===== src/design/particle_physics_update_assert.svh =====
// ----------------------------------------------------------------------------
// Particle physics update assertion macros
// Concurrent check wrappers that compile away when SYNTH is defined.
// ----------------------------------------------------------------------------
`ifndef PARTICLE_PHYSICS_UPDATE_ASSERT_SVH
`define PARTICLE_PHYSICS_UPDATE_ASSERT_SVH
`ifndef SYNTH
`define PPU_ASSERT_IMP(lbl, clk, rstn, ante, cons) \
	lbl: assert property (@(posedge clk) disable iff (!rstn) (ante) |-> (cons)) \
		else $error("particle_physics_update: check failed");
`define PPU_ASSERT_NXT(lbl, clk, rstn, ante, cons) \
	lbl: assert property (@(posedge clk) disable iff (!rstn) (ante) |=> (cons)) \
		else $error("particle_physics_update: check failed");
`else
`define PPU_ASSERT_IMP(lbl, clk, rstn, ante, cons)
`define PPU_ASSERT_NXT(lbl, clk, rstn, ante, cons)
`endif
`endif


===== src/design/ppu_pkg.sv =====
// ----------------------------------------------------------------------------
// Particle physics update package
// Shared types, register indexes, fixed-point limits and saturation helper.
// ----------------------------------------------------------------------------
`default_nettype none
package ppu_pkg;

	localparam int VAL_W  = 21;
	localparam int RAMP_W = 12;
	localparam int FT_W   = 16;
	localparam int GRAV_W = 12;
	localparam int TIME_W = 31;
	localparam int EXP_W  = 32;
	localparam int SUM_W  = 27;

	localparam logic [1:0] REG_FRAME_TIME   = 2'd0;
	localparam logic [1:0] REG_GRAVITY      = 2'd1;
	localparam logic [1:0] REG_CURRENT_TIME = 2'd2;

	localparam logic [GRAV_W-1:0] GRAVITY_RESET = 12'd800;
	localparam logic [RAMP_W-1:0] RAMP_MAX      = 12'd4095;
	localparam logic [RAMP_W-1:0] FIRE_LIMIT    = 12'd1536;
	localparam logic [RAMP_W-1:0] EXPLODE_LIMIT = 12'd2048;
	// floor(x / 5) = (x * GRAV_RECIP) >> 20 for x below 2^18
	localparam logic [17:0] GRAV_RECIP  = 18'd209716;
	// floor(y / 3) = (y * ALPHA_RECIP) >> 11 for y below 2^11
	localparam logic [9:0]  ALPHA_RECIP = 10'd683;

	typedef logic signed [VAL_W-1:0] val_t;

	typedef enum logic [2:0] {
		KIND_STATIC,
		KIND_FIRE,
		KIND_EXPLODE,
		KIND_EXPLODE2,
		KIND_BLOB,
		KIND_BLOB2,
		KIND_GRAV,
		KIND_SLOWGRAV
	} kind_t;

	typedef enum logic [1:0] {
		VOP_KEEP,
		VOP_ADD_DECAY,
		VOP_SUB_DECAY,
		VOP_SUB_FRAME
	} vop_t;

	typedef enum logic [1:0] {
		GOP_NONE,
		GOP_ADD,
		GOP_SUB
	} gop_t;

	typedef enum logic [1:0] {
		SEL_KEEP,
		SEL_FIRE,
		SEL_EXPLODE,
		SEL_EXPLODE2
	} sel_t;

	typedef struct packed {
		logic en1;
		logic en2;
		logic en3;
		logic en4;
	} ctl_t;

	typedef struct packed {
		logic [FT_W-1:0]   frame_time;
		logic [GRAV_W-1:0] gravity;
		logic [TIME_W-1:0] current_time;
	} cfg_t;

	function automatic val_t sat_val(input logic signed [SUM_W-1:0] v);
		val_t r;
		if (v > 27'sd1048575) begin
			r = 21'sd1048575;
		end else if (v < -27'sd1048576) begin
			r = -21'sd1048576;
		end else begin
			r = v[VAL_W-1:0];
		end
		return r;
	endfunction

endpackage
`default_nettype wire


===== src/design/ppu_ramp.sv =====
// ----------------------------------------------------------------------------
// Particle physics update ramp lane
// Four-stage color ramp advance, retirement, table select and fire alpha.
// ----------------------------------------------------------------------------
`default_nettype none
module ppu_ramp (
	input  logic                        clk,
	input  ppu_pkg::ctl_t               ctl,
	input  logic [ppu_pkg::FT_W-1:0]    frame_time,
	input  logic [ppu_pkg::RAMP_W-1:0]  ramp_in,
	input  ppu_pkg::kind_t              kind,
	output logic [ppu_pkg::RAMP_W-1:0]  new_ramp,
	output logic [1:0]                  ramp_table_sel,
	output logic [2:0]                  ramp_index,
	output logic                        retired,
	output logic [7:0]                  alpha
);

	logic [ppu_pkg::RAMP_W-1:0] ramp_s1, nramp_s3, new_ramp_s4;
	ppu_pkg::kind_t kind_s1, kind_s2, kind_s3;
	logic [ppu_pkg::RAMP_W:0] rsum_s2;
	logic [9:0] ay_s2;
	logic fire_s2, live_s2;
	logic [7:0] alpha_s3, alpha_s4;
	ppu_pkg::sel_t sel_s4;
	logic [2:0] idx_s4;
	logic ret_s4;

	logic [3:0]  mult;
	logic [19:0] rprod;
	logic [ppu_pkg::RAMP_W-1:0] fdiff;
	logic [18:0] aprod;
	logic [19:0] qprod;
	logic [ppu_pkg::RAMP_W-1:0] limit;
	logic has_ramp;

	always_comb begin
		case (kind_s1)
			ppu_pkg::KIND_FIRE:     mult = 4'd5;
			ppu_pkg::KIND_EXPLODE:  mult = 4'd10;
			ppu_pkg::KIND_EXPLODE2: mult = 4'd15;
			default:                mult = 4'd0;
		endcase
		rprod = 20'(frame_time) * 20'(mult);
		fdiff = ppu_pkg::FIRE_LIMIT - ramp_s1;
		aprod = 19'(8'd255) * 19'(fdiff[10:0]);
	end

	always_comb begin
		qprod = 20'(ay_s2) * 20'(ppu_pkg::ALPHA_RECIP);
	end

	always_comb begin
		has_ramp = 1'b1;
		limit    = ppu_pkg::EXPLODE_LIMIT;
		case (kind_s3)
			ppu_pkg::KIND_FIRE:     limit = ppu_pkg::FIRE_LIMIT;
			ppu_pkg::KIND_EXPLODE:  limit = ppu_pkg::EXPLODE_LIMIT;
			ppu_pkg::KIND_EXPLODE2: limit = ppu_pkg::EXPLODE_LIMIT;
			default:                has_ramp = 1'b0;
		endcase
	end

	always_ff @(posedge clk) begin
		if (ctl.en1) begin
			ramp_s1 <= ramp_in;
			kind_s1 <= kind;
		end
		if (ctl.en2) begin
			rsum_s2 <= 13'(ramp_s1) + 13'(rprod[19:8]);
			ay_s2   <= aprod[18:9];
			fire_s2 <= (kind_s1 == ppu_pkg::KIND_FIRE);
			live_s2 <= (ramp_s1 < ppu_pkg::FIRE_LIMIT);
			kind_s2 <= kind_s1;
		end
		if (ctl.en3) begin
			nramp_s3 <= rsum_s2[ppu_pkg::RAMP_W] ? ppu_pkg::RAMP_MAX
				: rsum_s2[ppu_pkg::RAMP_W-1:0];
			if (!fire_s2) begin
				alpha_s3 <= 8'd255;
			end else if (live_s2) begin
				alpha_s3 <= qprod[18:11];
			end else begin
				alpha_s3 <= 8'd0;
			end
			kind_s3 <= kind_s2;
		end
		if (ctl.en4) begin
			new_ramp_s4 <= nramp_s3;
			alpha_s4    <= alpha_s3;
			if (has_ramp && nramp_s3 >= limit) begin
				ret_s4 <= 1'b1;
				sel_s4 <= ppu_pkg::SEL_KEEP;
				idx_s4 <= 3'd0;
			end else if (has_ramp) begin
				ret_s4 <= 1'b0;
				sel_s4 <= ppu_pkg::sel_t'(kind_s3[1:0]);
				idx_s4 <= nramp_s3[10:8];
			end else begin
				ret_s4 <= 1'b0;
				sel_s4 <= ppu_pkg::SEL_KEEP;
				idx_s4 <= 3'd0;
			end
		end
	end

	assign new_ramp       = new_ramp_s4;
	assign ramp_table_sel = sel_s4;
	assign ramp_index     = idx_s4;
	assign retired        = ret_s4;
	assign alpha          = alpha_s4;

endmodule
`default_nettype wire


===== config.mk =====
export PLATFORM = sky130hd
export DESIGN_NAME = ppu_ramp
export DESIGN_NICKNAME = d
export VERILOG_FILES = /design/src/design/particle_physics_update_assert.svh /design/src/design/ppu_pkg.sv /design/src/design/ppu_ramp.sv
export SDC_FILE = /design/constraint.sdc
export NUM_CORES = 1
export LEC_CHECK = 0
export BUFFER_PORTS_ARGS = -buffer_cell sky130_fd_sc_hd__clkbuf_2
export CORE_MARGIN = 1
export CORE_UTILIZATION = 60
export DETAILED_ROUTE_END_ITERATION = 7
export PLACE_DENSITY = 0.79
export SETUP_SLACK_MARGIN = 0.5
export SYNTH_ARGS = -nofsm -noshare
export SYNTH_HDL_FRONTEND = slang
export SYNTH_SLANG_ARGS = --single-unit

===== constraint.sdc =====
create_clock -name clk -period 9.66 [get_ports clk]
set_input_delay 0.483 -clock clk [delete_from_list [all_inputs] [get_ports clk]]
set_output_delay 0.483 -clock clk [all_outputs]
set_load 0.05 [all_outputs]

==> results of run 1 <==
-- sequential cells by signal, indices dropped and copies added, names as in the netlist --
signal / cells
fire_s2: 1
nramp_s3: 12
retired: 1
alpha: 8
kind_s3: 3
ramp_s1: 12
rsum_s2: 13
kind_s1: 3
ramp_index: 3
kind_s2: 3
alpha_s3: 8
new_ramp: 12
live_s2: 1
ay_s2: 10
ramp_table_sel: 2
-- cell type report --
class	count	share of cell area (%)
clock inverter	7	0.823
timing repair buffer	62	3.22
inverter	167	6.44
tap	184	2.37
sequential	92	28.4
multi-input combinational	530	56.4
clock buffer	9	2.32
-- metrics by stage --
| stage | hold WS [ns] | std cells | util (%) | setup WS (ns) | cell area (um2) |
|---|---|---|---|---|---|
| final | 0.304 | 1051 | 67.2 | 3.47 | 9730 |
| after global routing | 0.297 | 1051 | 67.2 | 3.17 | 9730 |
| after CTS | 0.297 | 1051 | 67.2 | 3.48 | 9730 |
| after detailed placement | 0.405 | 1035 | 65.1 | 3.53 | 9420 |
| after global placement | 0.402 | 1035 | 65.1 | 3.75 | 9420 |
| after floorplan | 0.400 | 792 | - | 4.04 | 8890 |
-- cells in the mapped netlist (2+ instances only) --
cell type,count,area share (%)
sky130_fd_sc_hd__inv_1,167,7.1
sky130_fd_sc_hd__ha_1,134,19
sky130_fd_sc_hd__edfxtp_1,92,31
sky130_fd_sc_hd__fa_1,92,21
sky130_fd_sc_hd__nand2_1,44,1.9
sky130_fd_sc_hd__xnor2_1,33,3.3
sky130_fd_sc_hd__a21oi_1,24,1.4
sky130_fd_sc_hd__nor2_1,21,0.89
sky130_fd_sc_hd__o21ai_0,21,1.2
sky130_fd_sc_hd__and2_1,16,1.1
sky130_fd_sc_hd__xor2_1,14,1.4
sky130_fd_sc_hd__nor2b_1,13,0.91
sky130_fd_sc_hd__or2_2,13,0.91
sky130_fd_sc_hd__a21o_1,12,1.0
sky130_fd_sc_hd__nor3_1,11,0.62
sky130_fd_sc_hd__a21boi_0,5,0.42
sky130_fd_sc_hd__o21bai_1,5,0.42
sky130_fd_sc_hd__a211oi_1,4,0.34
sky130_fd_sc_hd__nand2b_1,4,0.28
sky130_fd_sc_hd__nand3_1,4,0.23
sky130_fd_sc_hd__o21a_1,4,0.34
sky130_fd_sc_hd__o21ai_1,4,0.23
sky130_fd_sc_hd__a31oi_1,3,0.21
sky130_fd_sc_hd__and4_1,3,0.30
sky130_fd_sc_hd__clkbuf_1,3,0.13
sky130_fd_sc_hd__mux2i_1,3,0.34
sky130_fd_sc_hd__nand4_1,3,0.21
sky130_fd_sc_hd__o211ai_1,3,0.25
sky130_fd_sc_hd__or3_1,3,0.21
sky130_fd_sc_hd__or4_1,3,0.25
sky130_fd_sc_hd__a211oi_2,2,0.28
sky130_fd_sc_hd__a41o_1,2,0.23
sky130_fd_sc_hd__nor2b_4,2,0.31
sky130_fd_sc_hd__o31ai_1,2,0.17
-- worst paths after layout --
path	startpoint	end	slack, ns	depth (start not counted)
hold reg to reg	alpha_s3[4]	alpha[4]	0.42	0
hold / removal	ramp_in[7]	ramp_s1[7]	0.30	1
setup / recovery	ramp_s1[0]	ay_s2[8]	3.47	19
setup reg to reg	ramp_s1[0]	ay_s2[8]	3.47	19
-- routing by layer --
| layer | global-route usage (%) | up-vias |
|---|---|---|
| li1 | - | 2786 |
| met1 | 27.0 | 2621 |
| met2 | 36.4 | 97 |
| met3 | 2.98 | 13 |
| met4 | 5.50 | 0 |
| met5 | 0 | - |
-- worst reg2reg max path: stages (launching register included) --
cell and delay, ns:
sky130_fd_sc_hd__edfxtp_1 0.50, sky130_fd_sc_hd__nor3_1 0.39, sky130_fd_sc_hd__nand2_1 0.11, sky130_fd_sc_hd__or4_1 0.42, sky130_fd_sc_hd__xnor2_1 0.46, sky130_fd_sc_hd__inv_1 0.24
sky130_fd_sc_hd__fa_1 0.59, sky130_fd_sc_hd__inv_1 0.06, sky130_fd_sc_hd__fa_1 0.46, sky130_fd_sc_hd__fa_1 0.54, sky130_fd_sc_hd__inv_1 0.05, sky130_fd_sc_hd__fa_1 0.48
sky130_fd_sc_hd__ha_1 0.39, sky130_fd_sc_hd__a21o_1 0.18, sky130_fd_sc_hd__a21oi_1 0.21, sky130_fd_sc_hd__nor2b_1 0.07, sky130_fd_sc_hd__o21ai_0 0.19, sky130_fd_sc_hd__o21ai_1 0.17
sky130_fd_sc_hd__o31a_1 0.28, sky130_fd_sc_hd__xor2_1 0.14
-- kinds of logic after synthesis --
| kind of cell | synth area share (%) |
|---|---|
| fa+ha+maj | 39.6 |
| simple gates | 8.68 |
| flops | 31.1 |
| compound gates | 8.53 |
| mux | 0.338 |
| xor+xnor | 4.63 |
| buf+inv | 7.18 |
==> reports/summary.json, run 1 <==
{
  "numCtsBuffers": {"value": 9},
  "worst_hold_path_type": {"value": "in -> reg"},
  "htree_levels": {"value": 3},
  "final_hold_viol_count": {"value": 0},
  "clkLatencyLatePin": {"value": 0.35, "unit": "ns"},
  "multi_input_area": {"value": 5490, "unit": "um2"},
  "post-route-drc-count": {"value": 0},
  "routed-wl-met2": {"value": 7210, "unit": "um"},
  "result_of_the_run": {"value": "complete, no violations"},
  "synth_cell_types": {"value": 57},
  "delay_of_the_slowest_cell_on_the_worst_path": {"value": 0.59, "unit": "ns"},
  "fp.dieArea": {"value": 15300, "unit": "um2"},
  "critical_path.max_fanout": {"value": 7},
  "criticalPathCategory": {"value": "reg -> reg"},
  "finalSetupTns": {"value": 0, "unit": "ns"},
  "dr_total_vias": {"value": 5517},
  "maxSlewHeadroom": {"value": 31.3, "unit": "%"},
  "cp_top_family": {"value": "adder cells"},
  "placement.io_buffers": {"value": 61},
  "cts_setup_buffers": {"value": 0},
  "final.period_utilization": {"value": 64.1, "unit": "%"},
  "number_of_detailed_route_iterations_in_the_first_pass": {"value": 4},
  "first_global_vias": {"value": 5552},
  "cts_resized": {"value": 0},
  "drt_iter0_markers": {"value": 251},
  "num_io_pins": {"value": 62},
  "core_area": {"value": 14500, "unit": "um2"},
  "yosys_most_used_dff": {"value": "sky130_fd_sc_hd__edfxtp_1"},
  "setup-violations-final": {"value": 0},
  "drt-total-wl": {"value": 14400, "unit": "um"},
  "maxUsedRoutingLayer": {"value": "met4"},
  "placement_rows": {"value": 44},
  "dp_hpwl": {"value": 12500, "unit": "um"},
  "cpMaxStageDelayCell": {"value": "sky130_fd_sc_hd__fa_1"},
  "rsz0062_at_grt": {"value": "no"},
  "number_of_fillers_in_the_final_layout": {"value": 1089},
  "cts_root_buffer": {"value": "sky130_fd_sc_hd__clkbuf_16"},
  "cts_sinks": {"value": 92},
  "floorplan.initialDensity": {"value": 61.4, "unit": "%"},
  "area.sequential": {"value": 2760, "unit": "um2"},
  "grt_antenna_before_repair": {"value": 0},
  "worst-slew-pin-transition": {"value": 1.03, "unit": "ns"},
  "synthCells": {"value": 792},
  "cts.hold.buffers_added": {"value": 0},
  "synthesis.nets": {"value": 1054},
  "n_antenna_cell": {"value": 0},
  "critical_path_arrival": {"value": 6.29, "unit": "ns"},
  "synth-edff-count": {"value": 92},
  "ant_nets": {"value": 0},
  "die_w": {"value": 124, "unit": "um"},
  "grt_max_degree": {"value": 29},
  "cts_tree": {"value": "done"},
  "slew_violations": {"value": 0},
  "postSynthRegisterBits": {"value": 92},
  "drv.max_cap_violation_count": {"value": 0},
  "critical_path.startpoint_type": {"value": "flip-flop"},
  "drive_gt1_share": {"value": 11.9, "unit": "%"},
  "asyncSetResetFlopFracSynth": {"value": 0, "unit": "%"},
  "layout.cells.most_common": {"value": "sky130_fd_sc_hd__inv_1"},
  "gp_congestion": {"value": 0.879},
  "detail_routed_via_count_per_cell": {"value": 5.25},
  "met3WireLength": {"value": 496, "unit": "um"},
  "grt_first_pass_wirelength": {"value": 24500, "unit": "um"},
  "synthesis_warnings": {"value": 0},
  "finalCriticalPeriod": {"value": 6.19, "unit": "ns"},
  "grt_util_all_layers": {"value": 20.8, "unit": "%"},
  "clk_pin_slew_worst_paths": {"value": 0.07, "unit": "ns"},
  "wl_met1": {"value": 6570, "unit": "um"},
  "finClkSkew": {"value": 0.00928, "unit": "ns"},
  "cts_buffer_depth": {"value": 2},
  "critPathBufInv": {"value": 3},
  "grt_remaining_overflow": {"value": 0},
  "finish.net_count": {"value": 1124},
  "postSynthAreaPerCell": {"value": 11.2, "unit": "um2"},
  "max_clock_freq": {"value": 162, "unit": "MHz"},
  "most_used_cell_along_the_critical_path": {"value": "sky130_fd_sc_hd__fa_1"},
  "synth_seq_area_share": {"value": 31.1, "unit": "%"},
  "area_delta_synth_final": {"value": 9.41, "unit": "%"},
  "path_cells": {"value": "nor3_1 > nand2_1 > or4_1 > xnor2_1 > inv_1 > fa_1 > inv_1 > fa_1 > fa_1 > inv_1 > fa_1 > ha_1 > a21o_1 > a21oi_1 > nor2b_1 > o21ai_0 > o21ai_1 > o31a_1 > xor2_1"},
  "critPathCaptureType": {"value": "flip-flop"},
  "floorplan.die.height": {"value": 124, "unit": "um"},
  "wl_per_cell": {"value": 13.7, "unit": "um"},
  "cp.required": {"value": 9.76, "unit": "ns"},
  "final_cell_mix": {"value": "sky130_fd_sc_hd__inv_1 (167), sky130_fd_sc_hd__ha_1 (134), sky130_fd_sc_hd__fa_1 (92), sky130_fd_sc_hd__edfxtp_1 (92), sky130_fd_sc_hd__clkbuf_2 (61)"},
  "netlist_area": {"value": 8890, "unit": "um2"}
}
Power of run 1 is left out: the tool's default activity adds up to more than one toggle a clock period on the data nets, which glitch-free logic cannot reach.
==> run 2, diff against run 1 <==
--- a/config.mk
+++ b/config.mk
@@ -5,6 +5,7 @@
 export SDC_FILE = /design/constraint.sdc
 export NUM_CORES = 1
 export LEC_CHECK = 0
+export ABC_AREA = 1
 export BUFFER_PORTS_ARGS = -buffer_cell sky130_fd_sc_hd__clkbuf_2
 export CORE_MARGIN = 1
 export CORE_UTILIZATION = 60
==> constraint.sdc (replaced) <==
create_clock -name clk -period 6.1 [get_ports clk]
set_input_delay 0.305 -clock clk [delete_from_list [all_inputs] [get_ports clk]]
set_output_delay 0.305 -clock clk [all_outputs]
set_load 0.05 [all_outputs]
==> reports/summary.json, run 2 <==
{
  "synthesis_warnings": {"value": 0, "change": "unchanged"},
  "grt_first_pass_wirelength": {"value": 30500, "unit": "um", "change": "was 24500 um"},
  "synthesis.nets": {"value": 1304, "change": "was 1054"},
  "asyncSetResetFlopFracSynth": {"value": 0, "unit": "%", "change": "unchanged"},
  "numCtsBuffers": {"value": 9, "change": "unchanged"},
  "cts_root_buffer": {"value": "sky130_fd_sc_hd__clkbuf_16", "change": "unchanged"},
  "grt_antenna_before_repair": {"value": 0, "change": "unchanged"},
  "synthMuxAreaShare": {"value": 0, "unit": "%", "change": "was 0.338%"},
  "finClkSkew": {"value": 0.0110, "unit": "ns", "change": "was 0.00928 ns"},
  "synth_seq_area_share": {"value": 28.7, "unit": "%", "change": "was 31.1%"},
  "synth_compound_area_share": {"value": 7.33, "unit": "%", "change": "was 8.53%"},
  "max_flop_register": {"value": "rsum_s2", "change": "unchanged"},
  "drt_iter0_markers": {"value": 466, "change": "was 251"},
  "dr_total_vias": {"value": 6892, "change": "was 5517"},
  "postSynthAreaPerCell": {"value": 9.24, "unit": "um2", "change": "was 11.2 um2"},
  "n_antenna_cell": {"value": 0, "change": "unchanged"},
  "synthCells": {"value": 1042, "change": "was 792"},
  "postSynthRegisterBits": {"value": 92, "change": "unchanged"},
  "synth.most_common_cell": {"value": "sky130_fd_sc_hd__inv_1", "change": "unchanged"},
  "flip_flop_count_of_the_largest_register_after_layout": {"value": 13, "change": "unchanged"},
  "drt-total-wl": {"value": 17500, "unit": "um", "change": "was 14400 um"},
  "cts_tree": {"value": "done", "change": "unchanged"},
  "finalSetupTns": {"value": 0, "unit": "ns", "change": "unchanged"},
  "clk_pin_slew_worst_paths": {"value": 0.08, "unit": "ns", "change": "was 0.07 ns"},
  "grt_max_degree": {"value": 29, "change": "unchanged"},
  "path_cells": {"value": "inv_1 > ha_1 > nand2_1 > nor2_1 > inv_2 > nor2_2 > nand4_1 > nand2_1 > xor2_4 > inv_1 > fa_1 > inv_1 > fa_1 > fa_1 > inv_1 > fa_1 > ha_1 > nand2_1 > nor3_1 > inv_1 > o211a_1 > nand3_1 > nand2_1", "change": "was nor3_1 > nand2_1 > or4_1 > xnor2_1 > inv_1 > fa_1 > inv_1 > fa_1 > fa_1 > inv_1 > fa_1 > ha_1 > a21o_1 > a21oi_1 > nor2b_1 > o21ai_0 > o21ai_1 > o31a_1 > xor2_1"},
  "dpl-instance-area": {"value": 10200, "unit": "um2", "change": "was 9420 um2"},
  "wl_per_cell": {"value": 13.1, "unit": "um", "change": "was 13.7 um"},
  "gp_congestion": {"value": 0.896, "change": "was 0.879"},
  "maxSlewHeadroom": {"value": 54.0, "unit": "%", "change": "was 31.3%"},
  "setup-violations-final": {"value": 0, "change": "unchanged"},
  "final.period_utilization": {"value": 85.2, "unit": "%", "change": "was 64.1%"},
  "critPathBufInv": {"value": 6, "change": "was 3"},
  "cp.required": {"value": 6.20, "unit": "ns", "change": "was 9.76 ns"},
  "ant_nets": {"value": 0, "change": "unchanged"},
  "area_delta_synth_final": {"value": 9.43, "unit": "%", "change": "was 9.41%"},
  "grt_util_all_layers": {"value": 23.5, "unit": "%", "change": "was 20.8%"},
  "startpoint": {"value": "ramp_s1[1]", "change": "was ramp_s1[0]"},
  "fp.dieArea": {"value": 16600, "unit": "um2", "change": "was 15300 um2"},
  "layout.cells.most_common": {"value": "sky130_fd_sc_hd__inv_1", "change": "unchanged"},
  "critical_path.max_fanout": {"value": 7, "change": "unchanged"},
  "core_area": {"value": 15400, "unit": "um2", "change": "was 14500 um2"},
  "result_of_the_run": {"value": "complete, no violations", "change": "unchanged"},
  "yosys_most_used_dff": {"value": "sky130_fd_sc_hd__edfxtp_1", "change": "unchanged"},
  "most_used_cell_along_the_critical_path": {"value": "sky130_fd_sc_hd__inv_1", "change": "was sky130_fd_sc_hd__fa_1"},
  "post-route-drc-count": {"value": 0, "change": "unchanged"},
  "number_of_detailed_route_iterations_in_the_first_pass": {"value": 7, "change": "was 4"},
  "htree_levels": {"value": 3, "change": "unchanged"},
  "cts.hold.buffers_added": {"value": 0, "change": "unchanged"},
  "max_clock_freq": {"value": 192, "unit": "MHz", "change": "was 162 MHz"},
  "criticalPathCategory": {"value": "reg -> reg", "change": "unchanged"},
  "cts_buffer_depth": {"value": 2, "change": "unchanged"},
  "rsz0062_at_grt": {"value": "no", "change": "unchanged"},
  "critical_path.startpoint_type": {"value": "flip-flop", "change": "unchanged"},
  "worst_r2r_startpoint": {"value": "ramp_s1[1]", "change": "was ramp_s1[0]"},
  "finalCriticalPeriod": {"value": 5.20, "unit": "ns", "change": "was 6.19 ns"},
  "layout_setup_ws": {"value": 0.902, "unit": "ns", "change": "was 3.47 ns"},
  "final_hold_viol_count": {"value": 0, "change": "unchanged"},
  "die_w": {"value": 129, "unit": "um", "change": "was 124 um"},
  "worst-slew-pin-transition": {"value": 0.689, "unit": "ns", "change": "was 1.03 ns"},
  "synth_common_cells": {"value": "sky130_fd_sc_hd__inv_1 (238), sky130_fd_sc_hd__nand2_1 (175), sky130_fd_sc_hd__ha_1 (134)", "change": "was sky130_fd_sc_hd__inv_1 (167), sky130_fd_sc_hd__ha_1 (134), sky130_fd_sc_hd__edfxtp_1 (92), sky130_fd_sc_hd__fa_1 (92), sky130_fd_sc_hd__nand2_1 (44)"},
  "dp_slack": {"value": 0.793, "unit": "ns", "change": "was 3.53 ns"},
  "synth-edff-count": {"value": 92, "change": "unchanged"},
  "synth_xor_area_share": {"value": 2.99, "unit": "%", "change": "was 4.63%"},
  "layoutNonFillerInstCount": {"value": 1331, "change": "was 1051"},
  "synth_cell_types": {"value": 43, "change": "was 57"},
  "post-synth-top-area-fraction": {"value": 28.7, "unit": "%", "change": "was 31.1%"},
  "critPathCaptureType": {"value": "flip-flop", "change": "unchanged"},
  "delay_of_the_slowest_cell_on_the_worst_path": {"value": 0.54, "unit": "ns", "change": "was 0.59 ns"},
  "netlist_area": {"value": 9630, "unit": "um2", "change": "was 8890 um2"},
  "drive_gt1_share": {"value": 10.9, "unit": "%", "change": "was 11.9%"},
  "slew_violations": {"value": 0, "change": "unchanged"},
  "clkLatencyLatePin": {"value": 0.35, "unit": "ns", "change": "about the same"},
  "floorplan.initialDensity": {"value": 62.4, "unit": "%", "change": "was 61.4%"},
  "synth_adder_area_share": {"value": 36.5, "unit": "%", "change": "was 39.6%"},
  "drv.max_cap_violation_count": {"value": 0, "change": "unchanged"},
  "floorplan.die.height": {"value": 129, "unit": "um", "change": "was 124 um"},
  "min-delay-start": {"value": "kind[1]", "change": "was ramp_in[7]"},
  "critical_path_arrival": {"value": 5.30, "unit": "ns", "change": "was 6.29 ns"},
  "placement.io_buffers": {"value": 61, "change": "unchanged"},
  "final_cell_mix": {"value": "sky130_fd_sc_hd__inv_1 (237), sky130_fd_sc_hd__nand2_1 (175), sky130_fd_sc_hd__ha_1 (134)", "change": "was sky130_fd_sc_hd__inv_1 (167), sky130_fd_sc_hd__ha_1 (134), sky130_fd_sc_hd__fa_1 (92), sky130_fd_sc_hd__edfxtp_1 (92), sky130_fd_sc_hd__clkbuf_2 (61)"},
  "cp_top_family": {"value": "adder cells", "change": "unchanged"},
  "placed_cells_incl_taps": {"value": 1310, "change": "was 1035"},
  "synthDominantAreaCellType": {"value": "sky130_fd_sc_hd__edfxtp_1", "change": "unchanged"},
  "worst_hold_path_type": {"value": "in -> reg", "change": "unchanged"},
  "synth_top_cells_by_area": {"value": "sky130_fd_sc_hd__edfxtp_1 (29%), sky130_fd_sc_hd__fa_1 (19%), sky130_fd_sc_hd__ha_1 (17%)", "change": "was sky130_fd_sc_hd__edfxtp_1 (31%), sky130_fd_sc_hd__fa_1 (21%), sky130_fd_sc_hd__ha_1 (19%)"},
  "cts_sinks": {"value": 92, "change": "unchanged"},
  "detail_routed_via_count_per_cell": {"value": 5.18, "change": "was 5.25"},
  "synth_top_family_by_area": {"value": "adder cells", "change": "unchanged"},
  "first_global_vias": {"value": 6731, "change": "was 5552"},
  "dp_hpwl": {"value": 15200, "unit": "um", "change": "was 12500 um"},
  "grt_remaining_overflow": {"value": 0, "change": "unchanged"},
  "num_io_pins": {"value": 62, "change": "unchanged"},
  "cpMaxStageDelayCell": {"value": "sky130_fd_sc_hd__fa_1", "change": "unchanged"},
  "finish.net_count": {"value": 1377, "change": "was 1124"},
  "synth_simple_gate_area_share": {"value": 14.9, "unit": "%", "change": "was 8.68%"},
  "placement_rows": {"value": 45, "change": "was 44"},
  "finish.instance_area": {"value": 10500, "unit": "um2", "change": "was 9730 um2"}
}
==> run 2: stage by stage <==
step	hold WS, ns	utilization (%)
after floorplan	0.400	-
after global placement	0.403	66.0
after detailed placement	0.406	66.0
after CTS	0.115	67.9
after global routing	0.106	68.3
final	0.124	68.3
==> run 2: path summary, 6_finish.rpt <==
check                     to  slack (ns)  cells past startpoint
setup / recovery    ay_s2[8]        0.90                     23
hold / removal    kind_s1[1]        0.12                      1
setup reg to reg    ay_s2[8]        0.90                     23
hold reg to reg   kind_s3[0]        0.42                      0
==> run 2: worst register-to-register path, delay by kind of cell, from the launching register on <==
| kind | cells | cell delay (ns) |
|---|---|---|
| compound gates | 1 | 0.24 |
| xor+xnor | 1 | 0.25 |
| fa+ha+maj | 6 | 2.52 |
| buf+inv | 6 | 0.50 |
| flops | 1 | 0.44 |
| simple gates | 9 | 1.00 |
==> run 2: kinds of logic (layout without fill, tap and decap cells) <==
| logic type | count (synthesis) | after routing |
|---|---|---|
| flip-flops | 92 | 92 |
| AND/OR/NAND/NOR | 330 | 330 |
| AO/OA/AOI/OAI | 117 | 117 |
| XOR/XNOR | 32 | 32 |
| buffers and inverters | 245 | 323 |
| adder cells (fa/ha/maj) | 226 | 226 |
==> run 2: layer usage <==
metal,vias up,track usage (%),part of all wire (%)
met5,-,0,0
met4,0,5.88,1.1
met3,17,2.79,4.0
met2,159,40.0,47
met1,3225,32.3,47
li1,3491,-,-
==> run 2: layout make-up <==
cell class / count / area, um2
multi-input cells: 705 / 5970
fillers: 1276 / 4890
flip-flops and latches: 92 / 2760
inverters: 241 / 905
repair buffers: 66 / 343
well taps: 211 / 264
clock buffers: 9 / 225
clock inverters: 7 / 72.6
==> run 2: timing repair <==
| action | 4_1_cts | 5_1_grt |
|---|---|---|
| buffers inserted | 0 | 5 |
| endpoints found under the setup margin | 0 | 6 |
| gates resized for setup | 0 | 4 |
Power of run 2 is left out for the same reason.
==> run 3, diff against run 2 <==
--- a/config.mk
+++ b/config.mk
@@ -5,8 +5,8 @@
 export SDC_FILE = /design/constraint.sdc
 export NUM_CORES = 1
 export LEC_CHECK = 0
-export ABC_AREA = 1
 export BUFFER_PORTS_ARGS = -buffer_cell sky130_fd_sc_hd__clkbuf_2
+export CORE_ASPECT_RATIO = 1.25
 export CORE_MARGIN = 1
 export CORE_UTILIZATION = 60
 export DETAILED_ROUTE_END_ITERATION = 7
==> reports/summary.json, run 3 (synthesis gave the netlist of run 1 again) <==
{
  "critical_path_arrival": {"value": 5.54, "unit": "ns", "change": "was 5.30 ns"},
  "wl_per_cell": {"value": 14.2, "unit": "um", "change": "was 13.1 um"},
  "numCtsBuffers": {"value": 9, "change": "unchanged"},
  "rsz0062_at_grt": {"value": "yes", "change": "was no"},
  "grt_max_degree": {"value": 29, "change": "unchanged"},
  "cts_sinks": {"value": 92, "change": "unchanged"},
  "maxSlewHeadroom": {"value": 56.0, "unit": "%", "change": "was 54.0%"},
  "worst-slew-pin-transition": {"value": 0.660, "unit": "ns", "change": "was 0.689 ns"},
  "gp_congestion": {"value": 0.877, "change": "was 0.896"},
  "finalSetupTns": {"value": 0, "unit": "ns", "change": "unchanged"},
  "max_clock_freq": {"value": 184, "unit": "MHz", "change": "was 192 MHz"},
  "busiest_layer": {"value": "met2", "change": "unchanged"},
  "dr_total_vias": {"value": 5715, "change": "was 6892"},
  "cts_root_buffer": {"value": "sky130_fd_sc_hd__clkbuf_16", "change": "unchanged"},
  "criticalPathCategory": {"value": "reg -> reg", "change": "unchanged"},
  "floorplan.initialDensity": {"value": 61.7, "unit": "%", "change": "was 62.4%"},
  "placed_cells_incl_taps": {"value": 1034, "change": "was 1310"},
  "grt_util_all_layers": {"value": 21.0, "unit": "%", "change": "was 23.5%"},
  "placement_rows": {"value": 49, "change": "was 45"},
  "critPathCaptureType": {"value": "flip-flop", "change": "unchanged"},
  "drt-total-wl": {"value": 15100, "unit": "um", "change": "was 17500 um"},
  "post-route-util": {"value": 69.2, "unit": "%", "change": "was 68.3%"},
  "number_of_detailed_route_iterations_in_the_first_pass": {"value": 4, "change": "was 7"},
  "placement.io_buffers": {"value": 61, "change": "unchanged"},
  "clkLatencyLatePin": {"value": 0.35, "unit": "ns", "change": "about the same"},
  "hold-worst-slack": {"value": 0.124, "unit": "ns", "change": "about the same"},
  "cts_buffer_depth": {"value": 2, "change": "unchanged"},
  "drt_iter0_markers": {"value": 351, "change": "was 466"},
  "critical_path.max_fanout": {"value": 6, "change": "was 7"},
  "flip_flop_count_of_the_largest_register_after_layout": {"value": 13, "change": "unchanged"},
  "drive_gt1_share": {"value": 15.6, "unit": "%", "change": "was 10.9%"},
  "result_of_the_run": {"value": "complete, no violations", "change": "unchanged"},
  "first_global_vias": {"value": 5966, "change": "was 6731"},
  "gr-usage-met3": {"value": 3.24, "unit": "%", "change": "was 2.79%"},
  "final_hold_viol_count": {"value": 0, "change": "unchanged"},
  "most_used_cell_along_the_critical_path": {"value": "sky130_fd_sc_hd__fa_1", "change": "was sky130_fd_sc_hd__inv_1"},
  "finClkSkew": {"value": 0.00827, "unit": "ns", "change": "was 0.0110 ns"},
  "grt_antenna_before_repair": {"value": 0, "change": "unchanged"},
  "num_io_pins": {"value": 62, "change": "unchanged"},
  "n_antenna_cell": {"value": 0, "change": "unchanged"},
  "area_delta_synth_final": {"value": 12.2, "unit": "%", "change": "was 9.43%"},
  "drv.max_cap_violation_count": {"value": 0, "change": "unchanged"},
  "floorplan.die.height": {"value": 138, "unit": "um", "change": "was 129 um"},
  "finalCriticalPeriod": {"value": 5.44, "unit": "ns", "change": "was 5.20 ns"},
  "slew_violations": {"value": 0, "change": "unchanged"},
  "die_w": {"value": 111, "unit": "um", "change": "was 129 um"},
  "dp_hpwl": {"value": 12800, "unit": "um", "change": "was 15200 um"},
  "max_flop_register": {"value": "rsum_s2", "change": "unchanged"},
  "finish.net_count": {"value": 1139, "change": "was 1377"},
  "cp.required": {"value": 6.20, "unit": "ns", "change": "about the same"},
  "layoutNonFillerInstCount": {"value": 1060, "change": "was 1331"},
  "critical_path.startpoint_type": {"value": "flip-flop", "change": "unchanged"},
  "ant_nets": {"value": 0, "change": "unchanged"},
  "setup-violations-final": {"value": 0, "change": "unchanged"},
  "cts.hold.buffers_added": {"value": 0, "change": "unchanged"},
  "grt_first_pass_wirelength": {"value": 26100, "unit": "um", "change": "was 30500 um"},
  "final_cell_mix": {"value": "sky130_fd_sc_hd__inv_1 (166), sky130_fd_sc_hd__ha_1 (132), sky130_fd_sc_hd__fa_1 (92), sky130_fd_sc_hd__edfxtp_1 (92), sky130_fd_sc_hd__clkbuf_2 (61)", "change": "was sky130_fd_sc_hd__inv_1 (237), sky130_fd_sc_hd__nand2_1 (175), sky130_fd_sc_hd__ha_1 (134)"},
  "detail_routed_via_count_per_cell": {"value": 5.39, "change": "was 5.18"},
  "layout.cells.most_common": {"value": "sky130_fd_sc_hd__inv_1", "change": "unchanged"},
  "path_cells": {"value": "buf_6 > inv_1 > ha_2 > nand2b_1 > nor2_1 > xnor2_2 > inv_1 > fa_1 > inv_1 > fa_1 > fa_1 > fa_1 > ha_1 > and4_1 > o21ai_0 > a21boi_2 > a31oi_4 > o21ai_2 > buf_4 > nor2_1 > xnor2_1", "change": "was inv_1 > ha_1 > nand2_1 > nor2_1 > inv_2 > nor2_2 > nand4_1 > nand2_1 > xor2_4 > inv_1 > fa_1 > inv_1 > fa_1 > fa_1 > inv_1 > fa_1 > ha_1 > nand2_1 > nor3_1 > inv_1 > o211a_1 > nand3_1 > nand2_1"},
  "grt_remaining_overflow": {"value": 0, "change": "unchanged"},
  "core_area": {"value": 14400, "unit": "um2", "change": "was 15400 um2"},
  "cts_tree": {"value": "done", "change": "unchanged"},
  "use_met2": {"value": 39.0, "unit": "%", "change": "was 40.0%"},
  "globalRouteMet1Util": {"value": 24.4, "unit": "%", "change": "was 32.3%"},
  "fp.dieArea": {"value": 15300, "unit": "um2", "change": "was 16600 um2"},
  "delay_of_the_slowest_cell_on_the_worst_path": {"value": 0.52, "unit": "ns", "change": "was 0.54 ns"},
  "htree_levels": {"value": 3, "change": "unchanged"},
  "worst_hold_path_type": {"value": "in -> reg", "change": "unchanged"},
  "post-route-drc-count": {"value": 0, "change": "unchanged"},
  "clk_pin_slew_worst_paths": {"value": 0.07, "unit": "ns", "change": "was 0.08 ns"},
  "final.period_utilization": {"value": 89.1, "unit": "%", "change": "was 85.2%"},
  "cpMaxStageDelayCell": {"value": "sky130_fd_sc_hd__fa_1", "change": "unchanged"}
}
-- run 3: cell count changes in the layout (fill, tap and decap cells not counted), sizes merged, moves of 7 or more --
cell / before / now
nand3b: 9 / 1
nor2b: 0 / 15
nor2: 72 / 21
nand2: 178 / 44
xor2: 21 / 14
buf: 5 / 16
a21oi: 53 / 26
and2: 2 / 16
inv: 245 / 170
nand3: 37 / 4
xnor2: 11 / 33
-- run 3: repair_timing --
action,4_1_cts,5_1_grt
endpoints found under the setup margin,4,8
setup buffers,3,7
resized for setup,10,19
pin swaps,2,10
cloned,0,0
-- run 3: layout make-up --
class	instances	area, um2
clock buffers	9	225
clock inverters	7	66.3
fillers	1019	4430
inverters	167	627
multi-input cells	530	5640
flip-flops and latches	92	2760
well taps	178	223
repair buffers	77	429
-- run 3: layer usage --
metal,vias to the layer above,wire [um]
li1,2822,-
met1,2751,6040
met2,114,8040
met5,-,0
met4,0,370
met3,28,607
-- run 3: worst paths after layout --
check / startpoint / to / slack (ns) / cells after the start
min: ramp_in[10] / ramp_s1[10] / 0.12 / 1
max reg2reg: ramp_s1[0] / ay_s2[7] / 0.66 / 21
min reg2reg: alpha_s3[1] / alpha[1] / 0.42 / 0
max: ramp_s1[0] / ay_s2[7] / 0.66 / 21
-- run 3: worst max-delay path, delay by kind of cell, from the launching register on --
kind / cells / cell delay [ns]
adder cells (fa/ha/maj): 6 / 2.57
AO/OA/AOI/OAI: 4 / 0.76
buffers and inverters: 5 / 0.60
AND/OR/NAND/NOR: 4 / 0.52
flip-flops: 1 / 0.40
XOR/XNOR: 2 / 0.33
-- run 3: per-stage QoR --
stage	worst slack (ns)	cell area (um2)
floorplan	0.548	8910
detailed placement	0.181	9470
finish	0.664	9970
CTS	0.540	9850
global route	0.362	9970
global placement	0.412	9470
Power of run 3 is left out for the same reason.
